<file path="config.mk">
export PLATFORM = sky130hd
export DESIGN_NAME = led_effect_sequencer
export DESIGN_NICKNAME = d
export VERILOG_FILES = /design/src/rtl/les_pkg.sv /design/src/rtl/les_regs.sv /design/src/rtl/les_div_step.sv /design/src/rtl/les_interp.sv /design/src/rtl/led_effect_sequencer.sv
export SDC_FILE = /design/constraint.sdc
export NUM_CORES = 2
export LEC_CHECK = 0
export ABC_AREA = 1
export BUFFER_PORTS_ARGS = -buffer_cell sky130_fd_sc_hd__clkbuf_2
export CORE_AREA = 2 2 266 268
export CTS_BUF_LIST = sky130_fd_sc_hd__clkbuf_8
export CTS_CLUSTER_DIAMETER = 200
export CTS_CLUSTER_SIZE = 12
export DETAILED_ROUTE_END_ITERATION = 10
export DIE_AREA = 0 0 268 270
export PLACE_DENSITY_LB_ADDON = 0.1
export RECOVER_POWER = 50
export SYNTH_ARGS = -nofsm -noshare
export SYNTH_HDL_FRONTEND = slang
export SYNTH_HIERARCHICAL = 1
export SYNTH_SLANG_ARGS = --single-unit
</file>
<file path="constraint.sdc">
create_clock -name clk_i -period 11.3 [get_ports clk_i]
set_input_delay 2.26 -clock clk_i [delete_from_list [all_inputs] [get_ports clk_i]]
set_output_delay 2.26 -clock clk_i [all_outputs]
set_load 0.005 [all_outputs]
</file>
<file path="src/rtl/les_pkg.sv">
package les_pkg;

  localparam int unsigned AddrW = 6;
  localparam int unsigned DataW = 64;

  localparam logic [2:0] RegControl     = 3'd0;
  localparam logic [2:0] RegPeriod      = 3'd1;
  localparam logic [2:0] RegOnDuration  = 3'd2;
  localparam logic [2:0] RegDelayBefore = 3'd3;
  localparam logic [2:0] RegDelayAfter  = 3'd4;
  localparam logic [2:0] RegRepetitions = 3'd5;
  localparam logic [2:0] RegTableLow    = 3'd6;
  localparam logic [2:0] RegTableLast   = 3'd7;

  localparam logic [2:0] EffOff     = 3'd0;
  localparam logic [2:0] EffOn      = 3'd1;
  localparam logic [2:0] EffBlink   = 3'd2;
  localparam logic [2:0] EffBreathe = 3'd3;
  localparam logic [2:0] EffFadeOn  = 3'd4;
  localparam logic [2:0] EffFadeOff = 3'd5;

  localparam logic [1:0] ModeAdvance = 2'd0;
  localparam logic [1:0] ModeStart   = 2'd1;
  localparam logic [1:0] ModeStop    = 2'd2;

  localparam logic [15:0] ForeverCount = 16'hFFFF;
  localparam logic [7:0]  FullLevel    = 8'hFF;

  localparam int unsigned DivW = 17;

  typedef struct packed {
    logic [2:0]  effect;
    logic        invert;
    logic        low_active;
    logic [15:0] period_ticks;
    logic [15:0] on_duration;
    logic [15:0] lead_ticks;
    logic [15:0] gap_ticks;
    logic [15:0] repetitions;
    logic [63:0] table_low;
    logic [7:0]  table_last;
  } cfg_t;

endpackage

</file>
<file path="src/rtl/les_regs.sv">
module les_regs (
  input  logic                        clk_i,
  input  logic                        rst_ni,
  input  logic                        psel,
  input  logic                        penable,
  input  logic                        pwrite,
  input  logic [les_pkg::AddrW-1:0]   paddr,
  input  logic [les_pkg::DataW-1:0]   pwdata,
  output logic [les_pkg::DataW-1:0]   prdata,
  output logic                        pready,
  output les_pkg::cfg_t               cfg_o
);

  les_pkg::cfg_t cfg_q;
  logic [2:0]    idx;
  logic          wr_en;

  assign idx    = paddr[les_pkg::AddrW-1:3];
  assign wr_en  = psel && penable && pwrite;
  assign pready = 1'b1;
  assign cfg_o  = cfg_q;

  always_ff @(posedge clk_i or negedge rst_ni) begin
    if (!rst_ni) begin
      cfg_q.effect       <= les_pkg::EffOff;
      cfg_q.invert       <= 1'b0;
      cfg_q.low_active   <= 1'b0;
      cfg_q.period_ticks <= 16'd1;
      cfg_q.on_duration  <= 16'd0;
      cfg_q.lead_ticks   <= 16'd0;
      cfg_q.gap_ticks    <= 16'd0;
      cfg_q.repetitions  <= 16'd1;
      cfg_q.table_low    <= 64'd0;
      cfg_q.table_last   <= les_pkg::FullLevel;
    end else if (wr_en) begin
      unique case (idx)
        les_pkg::RegControl: begin
          cfg_q.effect     <= pwdata[2:0];
          cfg_q.invert     <= pwdata[3];
          cfg_q.low_active <= pwdata[4];
        end
        les_pkg::RegPeriod:      cfg_q.period_ticks <= pwdata[15:0];
        les_pkg::RegOnDuration:  cfg_q.on_duration  <= pwdata[15:0];
        les_pkg::RegDelayBefore: cfg_q.lead_ticks   <= pwdata[15:0];
        les_pkg::RegDelayAfter:  cfg_q.gap_ticks    <= pwdata[15:0];
        les_pkg::RegRepetitions: cfg_q.repetitions  <= pwdata[15:0];
        les_pkg::RegTableLow:    cfg_q.table_low    <= pwdata;
        les_pkg::RegTableLast:   cfg_q.table_last   <= pwdata[7:0];
        default: ;
      endcase
    end
  end

  always_comb begin
    prdata = '0;
    unique case (idx)
      les_pkg::RegControl:     prdata[4:0]  = {cfg_q.low_active, cfg_q.invert, cfg_q.effect};
      les_pkg::RegPeriod:      prdata[15:0] = cfg_q.period_ticks;
      les_pkg::RegOnDuration:  prdata[15:0] = cfg_q.on_duration;
      les_pkg::RegDelayBefore: prdata[15:0] = cfg_q.lead_ticks;
      les_pkg::RegDelayAfter:  prdata[15:0] = cfg_q.gap_ticks;
      les_pkg::RegRepetitions: prdata[15:0] = cfg_q.repetitions;
      les_pkg::RegTableLow:    prdata       = cfg_q.table_low;
      les_pkg::RegTableLast:   prdata[7:0]  = cfg_q.table_last;
      default: ;
    endcase
  end

endmodule

</file>
<file path="src/rtl/les_div_step.sv">
module les_div_step (
  input  logic [les_pkg::DivW-1:0] rem_i,
  input  logic                     bit_i,
  input  logic [les_pkg::DivW-1:0] divisor_i,
  output logic [les_pkg::DivW-1:0] rem_o,
  output logic                     q_bit_o
);

  logic [les_pkg::DivW:0] shifted;
  logic [les_pkg::DivW:0] diff;

  // one restoring step: remainder stays below the divisor
  assign shifted = {rem_i, bit_i};
  assign diff    = shifted - {1'b0, divisor_i};
  assign q_bit_o = (shifted >= {1'b0, divisor_i});
  assign rem_o   = q_bit_o ? diff[les_pkg::DivW-1:0] : shifted[les_pkg::DivW-1:0];

endmodule

</file>
<file path="src/rtl/les_interp.sv">
module les_interp (
  input  logic [7:0]  pos_i,
  input  logic [63:0] table_low_i,
  input  logic [7:0]  table_last_i,
  output logic [7:0]  level_o
);

  logic [2:0]         seg;
  logic [4:0]         dx;
  logic [7:0]         y0;
  logic [7:0]         y1;
  logic signed [9:0]  dy;
  logic signed [15:0] prod;
  logic signed [15:0] step;

  assign seg  = pos_i[7:5];
  assign dx   = pos_i[4:0];
  assign y0   = table_low_i[{seg, 3'b000} +: 8];
  assign y1   = (seg == 3'd7) ? table_last_i : table_low_i[{seg + 3'd1, 3'b000} +: 8];
  assign dy   = $signed({2'b00, y1}) - $signed({2'b00, y0});
  assign prod = $signed({11'd0, dx}) * $signed({{6{dy[9]}}, dy});
  // floor division by 32
  assign step = prod >>> 5;
  assign level_o = y0 + step[7:0];

endmodule

</file>
<file path="src/rtl/led_effect_sequencer.sv">
// Channel   Direction  Handshake                 Payload
// in        input      in_valid_i / in_ready_o   mode_i[1:0], elapsed_i[15:0]
// out       output     out_valid_o / out_ready_i level_o[7:0], finished_o
// cfg       input      APB psel/penable/pwrite   paddr[5:0], pwdata[63:0], prdata[63:0]
//
// One transaction at a time; in_ready_o is high only while the sequencer idles.
// A stop goes straight to the output. Otherwise the lead-in check, the repetition limit,
// the modulo and the gap test come before the level; a final write skips the modulo and
// the gap test, and a fade adds a quotient and an interpolation. Both share the divider step.
// A result waits in the output register while the next item is taken; a second result
// stalls the sequencer until it drains. Asynchronous active-low reset; no clearing pass.
module led_effect_sequencer (
  input  logic                      clk_i,
  input  logic                      rst_ni,
  input  logic                      in_valid_i,
  output logic                      in_ready_o,
  input  logic [1:0]                mode_i,
  input  logic [15:0]               elapsed_i,
  output logic                      out_valid_o,
  input  logic                      out_ready_i,
  output logic [7:0]                level_o,
  output logic                      finished_o,
  input  logic                      psel,
  input  logic                      penable,
  input  logic                      pwrite,
  input  logic [les_pkg::AddrW-1:0] paddr,
  input  logic [les_pkg::DataW-1:0] pwdata,
  output logic [les_pkg::DataW-1:0] prdata,
  output logic                      pready
);

  typedef enum logic [3:0] {
    S_IDLE, S_CHECK, S_LIMIT, S_MOD, S_GAP, S_LEVEL, S_FADE, S_INTERP, S_EMIT
  } state_e;

  les_pkg::cfg_t cfg;

  state_e                  state_q;
  logic                    running_q;
  logic                    in_gap_q;
  logic [31:0]             ticks_q;
  logic [31:0]             rel_q;
  logic [32:0]             prod_q;
  logic [les_pkg::DivW-1:0] rem_q;
  logic [les_pkg::DivW-1:0] div_q;
  logic [4:0]              cnt_q;
  logic [15:0]             t_q;
  logic [7:0]              s_q;
  logic [7:0]              v_q;
  logic                    fin_q;
  logic                    out_valid_q;
  logic [7:0]              level_q;
  logic                    finished_q;

  les_regs u_regs (
    .clk_i   (clk_i),
    .rst_ni  (rst_ni),
    .psel    (psel),
    .penable (penable),
    .pwrite  (pwrite),
    .paddr   (paddr),
    .pwdata  (pwdata),
    .prdata  (prdata),
    .pready  (pready),
    .cfg_o   (cfg)
  );

  // effective period and cycle length
  logic [15:0] p;
  logic [16:0] p17;
  logic [16:0] cyc;
  logic [15:0] p_m1;
  logic [32:0] ticks_sum;
  logic        accept;

  assign p = (cfg.effect == les_pkg::EffOff || cfg.effect == les_pkg::EffOn ||
              cfg.period_ticks == 16'd0) ? 16'd1 : cfg.period_ticks;
  assign p17       = {1'b0, p};
  assign p_m1      = p - 16'd1;
  assign cyc       = p17 + {1'b0, cfg.gap_ticks};
  assign ticks_sum = {1'b0, ticks_q} + {17'd0, elapsed_i};
  assign accept    = in_valid_i && in_ready_o;

  // shared divider step
  logic [les_pkg::DivW-1:0] rem_next;
  logic                     q_bit;

  les_div_step u_div (
    .rem_i     (rem_q),
    .bit_i     ((state_q == S_MOD) ? rel_q[31] : 1'b0),
    .divisor_i (div_q),
    .rem_o     (rem_next),
    .q_bit_o   (q_bit)
  );

  logic [7:0] interp_v;

  les_interp u_interp (
    .pos_i        (s_q),
    .table_low_i  (cfg.table_low),
    .table_last_i (cfg.table_last),
    .level_o      (interp_v)
  );

  // level selection at position t_q
  logic [16:0] t17;
  logic [15:0] half;
  logic [16:0] fx;
  logic [15:0] fq;
  logic        use_fade;
  logic [7:0]  const_v;
  logic        need_div;

  always_comb begin
    t17      = {1'b0, t_q};
    half     = p >> 1;
    fx       = t17;
    fq       = p;
    use_fade = 1'b0;
    const_v  = 8'd0;
    unique case (cfg.effect)
      les_pkg::EffOn:    const_v = les_pkg::FullLevel;
      les_pkg::EffBlink: const_v = (t_q < cfg.on_duration) ? les_pkg::FullLevel : 8'd0;
      les_pkg::EffBreathe: begin
        if (t17 + 17'd1 < p17) begin
          use_fade = 1'b1;
          fq       = half;
          fx       = (t_q < half) ? t17 : ({half, 1'b0} - t17);
        end
      end
      les_pkg::EffFadeOn: use_fade = 1'b1;
      les_pkg::EffFadeOff: begin
        use_fade = 1'b1;
        fx       = p17 - t17;
      end
      default: const_v = 8'd0;
    endcase
    need_div = 1'b0;
    if (use_fade) begin
      if (fq == 16'd0 || ({1'b0, fx} + 18'd1 >= {2'b00, fq})) begin
        const_v = les_pkg::FullLevel;
      end else begin
        need_div = 1'b1;
      end
    end
  end

  always_ff @(posedge clk_i or negedge rst_ni) begin
    if (!rst_ni) begin
      state_q     <= S_IDLE;
      running_q   <= 1'b0;
      in_gap_q    <= 1'b0;
      ticks_q     <= '0;
      rel_q       <= '0;
      prod_q      <= '0;
      rem_q       <= '0;
      div_q       <= '0;
      cnt_q       <= '0;
      t_q         <= '0;
      s_q         <= '0;
      v_q         <= '0;
      fin_q       <= 1'b0;
      out_valid_q <= 1'b0;
      level_q     <= '0;
      finished_q  <= 1'b0;
    end else begin
      if (out_valid_q && out_ready_i && state_q != S_EMIT) begin
        out_valid_q <= 1'b0;
      end
      unique case (state_q)
        S_IDLE: begin
          if (accept) begin
            if (mode_i == les_pkg::ModeStop) begin
              running_q <= 1'b0;
              in_gap_q  <= 1'b0;
              // polarity at the output turns this into the low-active idle level
              v_q       <= {8{cfg.invert}};
              fin_q     <= 1'b1;
              state_q   <= S_EMIT;
            end else if (mode_i == les_pkg::ModeStart) begin
              running_q <= 1'b1;
              in_gap_q  <= 1'b0;
              ticks_q   <= '0;
              state_q   <= S_CHECK;
            end else if (mode_i == les_pkg::ModeAdvance && running_q &&
                         elapsed_i != 16'd0) begin
              ticks_q <= ticks_sum[32] ? 32'hFFFF_FFFF : ticks_sum[31:0];
              state_q <= S_CHECK;
            end
          end
        end
        S_CHECK: begin
          if (ticks_q < {16'd0, cfg.lead_ticks}) begin
            state_q <= S_IDLE;
          end else begin
            rel_q   <= ticks_q - {16'd0, cfg.lead_ticks};
            prod_q  <= {16'd0, cyc} * {17'd0, cfg.repetitions};
            state_q <= S_LIMIT;
          end
        end
        S_LIMIT: begin
          if (cfg.repetitions != les_pkg::ForeverCount && {1'b0, rel_q} >= prod_q) begin
            t_q       <= p_m1;
            fin_q     <= 1'b1;
            running_q <= 1'b0;
            in_gap_q  <= 1'b0;
            state_q   <= S_LEVEL;
          end else begin
            fin_q   <= 1'b0;
            rem_q   <= '0;
            div_q   <= cyc;
            cnt_q   <= 5'd31;
            state_q <= S_MOD;
          end
        end
        S_MOD: begin
          rem_q <= rem_next;
          rel_q <= {rel_q[30:0], 1'b0};
          cnt_q <= cnt_q - 5'd1;
          if (cnt_q == 5'd0) begin
            state_q <= S_GAP;
          end
        end
        S_GAP: begin
          if (rem_q < p17) begin
            in_gap_q <= 1'b0;
            t_q      <= rem_q[15:0];
            state_q  <= S_LEVEL;
          end else if (in_gap_q) begin
            state_q <= S_IDLE;
          end else begin
            in_gap_q <= 1'b1;
            t_q      <= p_m1;
            state_q  <= S_LEVEL;
          end
        end
        S_LEVEL: begin
          if (need_div) begin
            rem_q   <= fx;
            div_q   <= {1'b0, fq};
            cnt_q   <= 5'd7;
            state_q <= S_FADE;
          end else begin
            v_q     <= const_v;
            state_q <= S_EMIT;
          end
        end
        S_FADE: begin
          rem_q <= rem_next;
          s_q   <= {s_q[6:0], q_bit};
          cnt_q <= cnt_q - 5'd1;
          if (cnt_q == 5'd0) begin
            state_q <= S_INTERP;
          end
        end
        S_INTERP: begin
          v_q     <= interp_v;
          state_q <= S_EMIT;
        end
        S_EMIT: begin
          if (!out_valid_q || out_ready_i) begin
            out_valid_q <= 1'b1;
            level_q     <= v_q ^ {8{cfg.invert ^ cfg.low_active}};
            finished_q  <= fin_q;
            state_q     <= S_IDLE;
          end
        end
        default: state_q <= S_IDLE;
      endcase
    end
  end

  assign in_ready_o  = (state_q == S_IDLE);
  assign out_valid_o = out_valid_q;
  assign level_o     = level_q;
  assign finished_o  = finished_q;

  a_gap_needs_run: assert property (@(posedge clk_i) disable iff (!rst_ni)
    in_gap_q |-> running_q)
    else $error("gap flag set without a running effect");

  a_fin_stops: assert property (@(posedge clk_i) disable iff (!rst_ni)
    (state_q == S_EMIT && fin_q) |-> !running_q)
    else $error("final transaction pending while still running");

  a_mod_range: assert property (@(posedge clk_i) disable iff (!rst_ni)
    (state_q == S_GAP) |-> (rem_q < div_q))
    else $error("modulo remainder not below cycle length");

  a_emit_valid: assert property (@(posedge clk_i) disable iff (!rst_ni)
    (state_q == S_EMIT && !out_valid_q) |=> out_valid_q)
    else $error("result not loaded into free output register");

endmodule

</file>
-- After elaboration in Yosys (flattened, before gate mapping)
Cells that the tools add are included.
- register bits after elaboration: 342
- output and inout port bits: 76
- add/sub/neg operators: 13
- $mul: 2
- order comparisons: 8
- equality and inequality tests: 38
- shifts and indexed selects: 2
- multiplexer cells: 73
- bitwise gates (word level): 4
- reductions and logical operators: 51
- operator list (kind ; count):
    2-to-1 mux 32 bit ; 4
    variable part select 64 x 7 -> 8 bit ; 2
    2-to-1 mux 17 bit ; 7
    2-to-1 mux 16 bit ; 6
    case mux 17 bit (2 select lines) ; 2
    case mux 32 bit (2 select lines) ; 1
    2-to-1 mux 8 bit ; 7
    case mux 17 bit (3 select lines) ; 1
    2-to-1 mux 48 bit ; 1
    case mux 8 bit (6 select lines) ; 1
    case mux 5 bit (8 select lines) ; 1
    case mux 4 bit (9 select lines) ; 1
    < comparator 17 x 16 -> 1 bit ; 2
    subtractor 16 x 16 -> 17 bit ; 2
    adder 32 x 16 -> 33 bit ; 1
    >= comparator 32 x 33 -> 1 bit ; 1
    multiplier 17 x 16 -> 33 bit ; 1
    zero test 16 bit ; 2
    < comparator 32 x 16 -> 1 bit ; 1
    2-to-1 mux 4 bit ; 8
    case mux 16 bit (2 select lines) ; 1
    subtractor 32 x 16 -> 32 bit ; 1
    case mux 8 bit (3 select lines) ; 1
    AND reduction 2 bit ; 11
    other kinds (56) ; 125

-- Logic depth before layout (Yosys ltp)
- depth after elaboration: 15
- mapped depth: 53

-- Hierarchy
Netlist, hierarchy kept.
- modules (own cells, without submodules) (module ; times used ; cells each ; area an instance (sq um)):
    led_effect_sequencer ; 1 ; 3444 ; 25135.4
    les_regs ; 1 ; 880 ; 7115.6
    les_interp ; 1 ; 588 ; 3400.8
    les_div_step ; 1 ; 299 ; 1440.1

-- Least setup slack after synthesis
OpenSTA, ideal clock, no wires.
- kind: register -> register
- start: register u_regs.cfg_q, in the netlist u_regs/cfg_o[137]
- end: register prod_q[31]
- setup time: 0.131 ns
- arrival: 8.852 ns
- required time: 11.169 ns
- slack: 2.317 ns
- cell stages (with the launch flop): 48
- clock period less this slack: 8.983 ns
- path through: dfrtp_1 nor2_2 nand2_2 nor2_4 nand2_4 nand2_2 inv_1 clkbuf_1 nand2_1 inv_1 ha_1 nand2_1 nor3_1 a21oi_1 or2_2 a31oi_1 or2_2 nand2_1 (+12 left out) ha_1 a21oi_1 o21ai_0 a21oi_1 inv_1 nand2_1 nand2_1 nand3_1 and2_1 o21ai_0 a21boi_0 o21ai_0 a21boi_0 nor2_1 o21ai_0 nand3_1 nand3_1 o21ai_0
- longest elaborated chain between the ends: 5
- RTL lines (item ; line ; text):
    start: declaration ; les_regs.sv:14 ; les_pkg::cfg_t cfg_q;
    zero test 16 bit ; led_effect_sequencer.sv:77 ; cfg.period_ticks == 16'd0) ? 16'd1 : cfg.period_ticks;
    logical OR 1 bit ; led_effect_sequencer.sv:76 ; assign p = (cfg.effect == les_pkg::EffOff || cfg.effect == les_pkg::EffOn ||
    2-to-1 mux 16 bit (*) ; led_effect_sequencer.sv:77 ;
    adder 16 x 16 -> 17 bit (*) ; led_effect_sequencer.sv:80 ; assign cyc = p17 + {1'b0, cfg.gap_ticks};
    multiplier 17 x 16 -> 33 bit (*) ; led_effect_sequencer.sv:197 ; prod_q <= {16'd0, cyc} * {17'd0, cfg.repetitions};
    end signal: assignment ; led_effect_sequencer.sv:197 ;
    end: declaration ; led_effect_sequencer.sv:43 ; logic [32:0] prod_q;
Every way passes the cells marked *; elsewhere a longest branch is shown, timed or not.
A chain may end at the register's enable or synchronous reset.

-- Worst setup path after layout
Same ends and word-level chain as after synthesis.

==> qor.csv <==
stage,metric,value,unit
outcome,status,"complete, but fails checks",
outcome,violated checks,"design-rule violations, max-capacitance violations, max-slew violations",
floorplan,I/O pin cnt,171,
grt,GRT Total Usage,32.1,%
place,port buffer count,166,
detailed_routing,post-detailed-route count of antenna-violating nets,0,
worst_setup_path,Crit Path Max Fanout,13,
clock_tree,number of buffers created by CTS,34,
sta,"Slew Viols, Final",181,
sta,Final Hold Fails,0,
sta,Setup TNS,0,ps
sta,Layout Skew,43.6,ps
floorplan,Initial Util,53.3,%
worst_hold_path,worst min-delay path startpoint,div_q[2],
grt,initial antenna violation count,5,
sta,post-layout minimum cycle time,10390,ps
grt,gr ovfl total,0,
sta,upper clock frequency limit,96.3,MHz
sta,Final setup viols,0,
synth,Netlist cell types,69,
clock_tree,Sinks on Clock Net,342,
worst_setup_path,CP dominant cell by count,inv_1,
clock_tree,Max clock buf depth,3,
synth,Mapped Area,37100,um2
floorplan,die area,72400,um2
clock_tree,CTS tree,built,
clock_tree,clock latency on the worst-skew pair,650,ps
worst_setup_path,CP startpoint,u_regs/cfg_o[137],
detailed_routing,DRC,1,
cells_and_area,fin cells,6240,
synth,Synth Flop Type,dfrtp_1,
synth,synth top area cells,"dfrtp_1 22%, nand2_1 13%, fa_1 13%",
clock_tree,CTS root buf,clkbuf_8,
sta,Rel. slew slack,-363,%
detailed_routing,violation count after the first detailed-route iteration,3361,
synth,Synth Instances,5211,
synth,Syn Area/Cell,7.12,um2
place,placed wire-length estimate,90600,um
synth,ys async rst share,100,%
cells_and_area,ratio of cells with drive above 1 in the final layout,6.63,%
worst_setup_path,Required @ worst endpoint,11750,ps
clock_tree,clk slew on worst S/H paths,90,ps
sta,Worst-Margin Slew,6940,ps
synth,Synth Register Bits,342,
clock_tree,setup bufs post-CTS,0,
sta,Final Cycle Share,91.9,%
floorplan,Die Y,270,um
sta,fin worst setup slack,914,ps
job,max cap viols,3,
cells_and_area,Nets,5942,
synth,Yosys top cell area share,22.4,%
detailed_routing,via/cell ratio,5.52,
worst_setup_path,CP max-delay cell,clkinv_1,
grt,largest net degree at the start of global routing,154,
worst_hold_path,worst min path class,register to register,
detailed_routing,Pre-Repair DR Iteration Count,10,
synth,cell taking the most area after synthesis,dfrtp_1,
grt,first-pass GRT wire length,182000,um
worst_setup_path,CP arrival,10840,ps
detailed_routing,Routed Wire Length,115000,um
floorplan,Die X,268,um
floorplan,Core ar.,69500,um2
synth,YS warnings,6,
worst_setup_path,startpoint types,register,
worst_setup_path,Worst R2R Start,u_regs/cfg_o[137],
place,Place WS,917,ps
detailed_routing,Via Count,34400,
detailed_routing,WL/cell,18.5,um
synth,Post-synth EDFFs,0,
synth,top post-synthesis cells by count,"1303 x nand2_1, 912 x inv_1, 429 x nor2_1, 332 x dfrtp_1, 330 x ha_1",
sta,RSZ-0062 raised after global routing,no,
floorplan,Core Rows,97,
synth,Synthesized Nets,5873,
grt,number of global-route vias before repair,32700,
worst_setup_path,element type at the critical path end,register,
place,Final GP Congestion,0.973,
worst_setup_path,largest stage delay on the critical path,580,ps
worst_setup_path,crit path kind,register to register,
clock_tree,maximum level of the CTS H-tree,2,
cells_and_area,area delta synth->final,5.66,%
synth,sequential area share after synthesis,23.1,%
synth,"count leader, synth",nand2_1,
place,Cells after DPL,6184,
==> layer usage <==
layer,global-route usage [%],part of all wire [%]
met3,4.27,7.3
met1,45.1,43
met2,51.1,46
met4,11.0,3.6
met5,0,0
==> worst paths after layout <==
kind                       cells past startpoint    endpoint  slack [ps]
max                                           45  prod_q[31]         910
min in group asynchronous                      1  level_o[6]        4160
min                                            2    div_q[2]         480
max reg2reg                                   45  prod_q[31]         910
min reg2reg                                    2    div_q[2]         480
max in group asynchronous                      1    div_q[4]        3170
==> registers in the layout, indices dropped and copies added (netlist names) <==
| register | count |
|---|---|
| out_valid_o | 1 |
| t_q | 16 |
| v_q | 8 |
| rel_q | 32 |
| state_q | 4 |
| div_q | 17 |
| finished_o | 1 |
| fin_q | 1 |
| ticks_q | 32 |
| in_gap_q | 1 |
| running_q | 1 |
| prod_q | 33 |
| u_regs/cfg_o | 157 |
| cnt_q | 5 |
| s_q | 8 |
| level_o | 8 |
| rem_q | 17 |
==> per-stage QoR <==
step	hold slack, ps	util, %	instance area (um2)
floorplan	442	-	37100
global placement	458	55.5	38600
detailed placement	460	55.5	38600
CTS	480	56.4	39200
global route	504	56.4	39200
finish	478	56.4	39200
==> final cells by class <==
type	instances	area [um2]
Tap cell	940	1180
Clock inverter	15	93.8
Inverter	939	3530
Sequential cell	342	8570
Antenna cell	5	12.5
Fill cell	6949	30400
Timing Repair Buffer	206	1120
Clock buffer	36	495
Multi-Input combinational cell	3757	24200
==> cell usage in the layout (no fill, tap or decap), types with 14 or more instances in the layout <==
cell,Yosys,final
nand2_1,1303,1297
inv_1,912,923
nor2_1,429,428
o21ai_0,326,332
dfrtp_1,332,331
ha_1,330,330
fa_1,237,237
a21oi_1,232,232
nand3_1,195,194
clkbuf_2,0,157
o21ai_1,121,115
xor2_1,111,111
nand4_1,108,108
xnor2_1,45,45
nor3_1,40,40
o211ai_1,40,40
buf_4,14,37
clkbuf_8,0,36
a31oi_1,24,24
nand2_2,12,18
or2_2,18,18
a21o_1,16,16
clkinv_1,15,15
nand3_2,13,14
==> repair_timing <==
item,in CTS,in global routing
endpoints found under the setup margin,0,1
resized for setup,0,9
hold buffers,0,0
==> cell families after synthesis <==
family,Yosys count,synth area share [%]
buffers and inverters,1112,11.8
muxes,9,0.273
xor gates and xnor gates,156,3.68
AOI/OAI and AO/OA,845,12.6
and+or+nand+nor,2179,24.7
adders and majority gates,567,23.9
DFF,342,23.1
other,1,0.0101
==> worst max-delay path, delay by kind of cell (launching register included) <==
family / cells / cell delay (ps)
simple gates: 19 / 2870
fa+ha+maj: 8 / 3710
flops: 1 / 530
compound gates: 8 / 1620
buf+inv: 10 / 1480
Power is not shown: default switching activity piles up to over one toggle a cycle in this logic, so the estimate is an artifact.
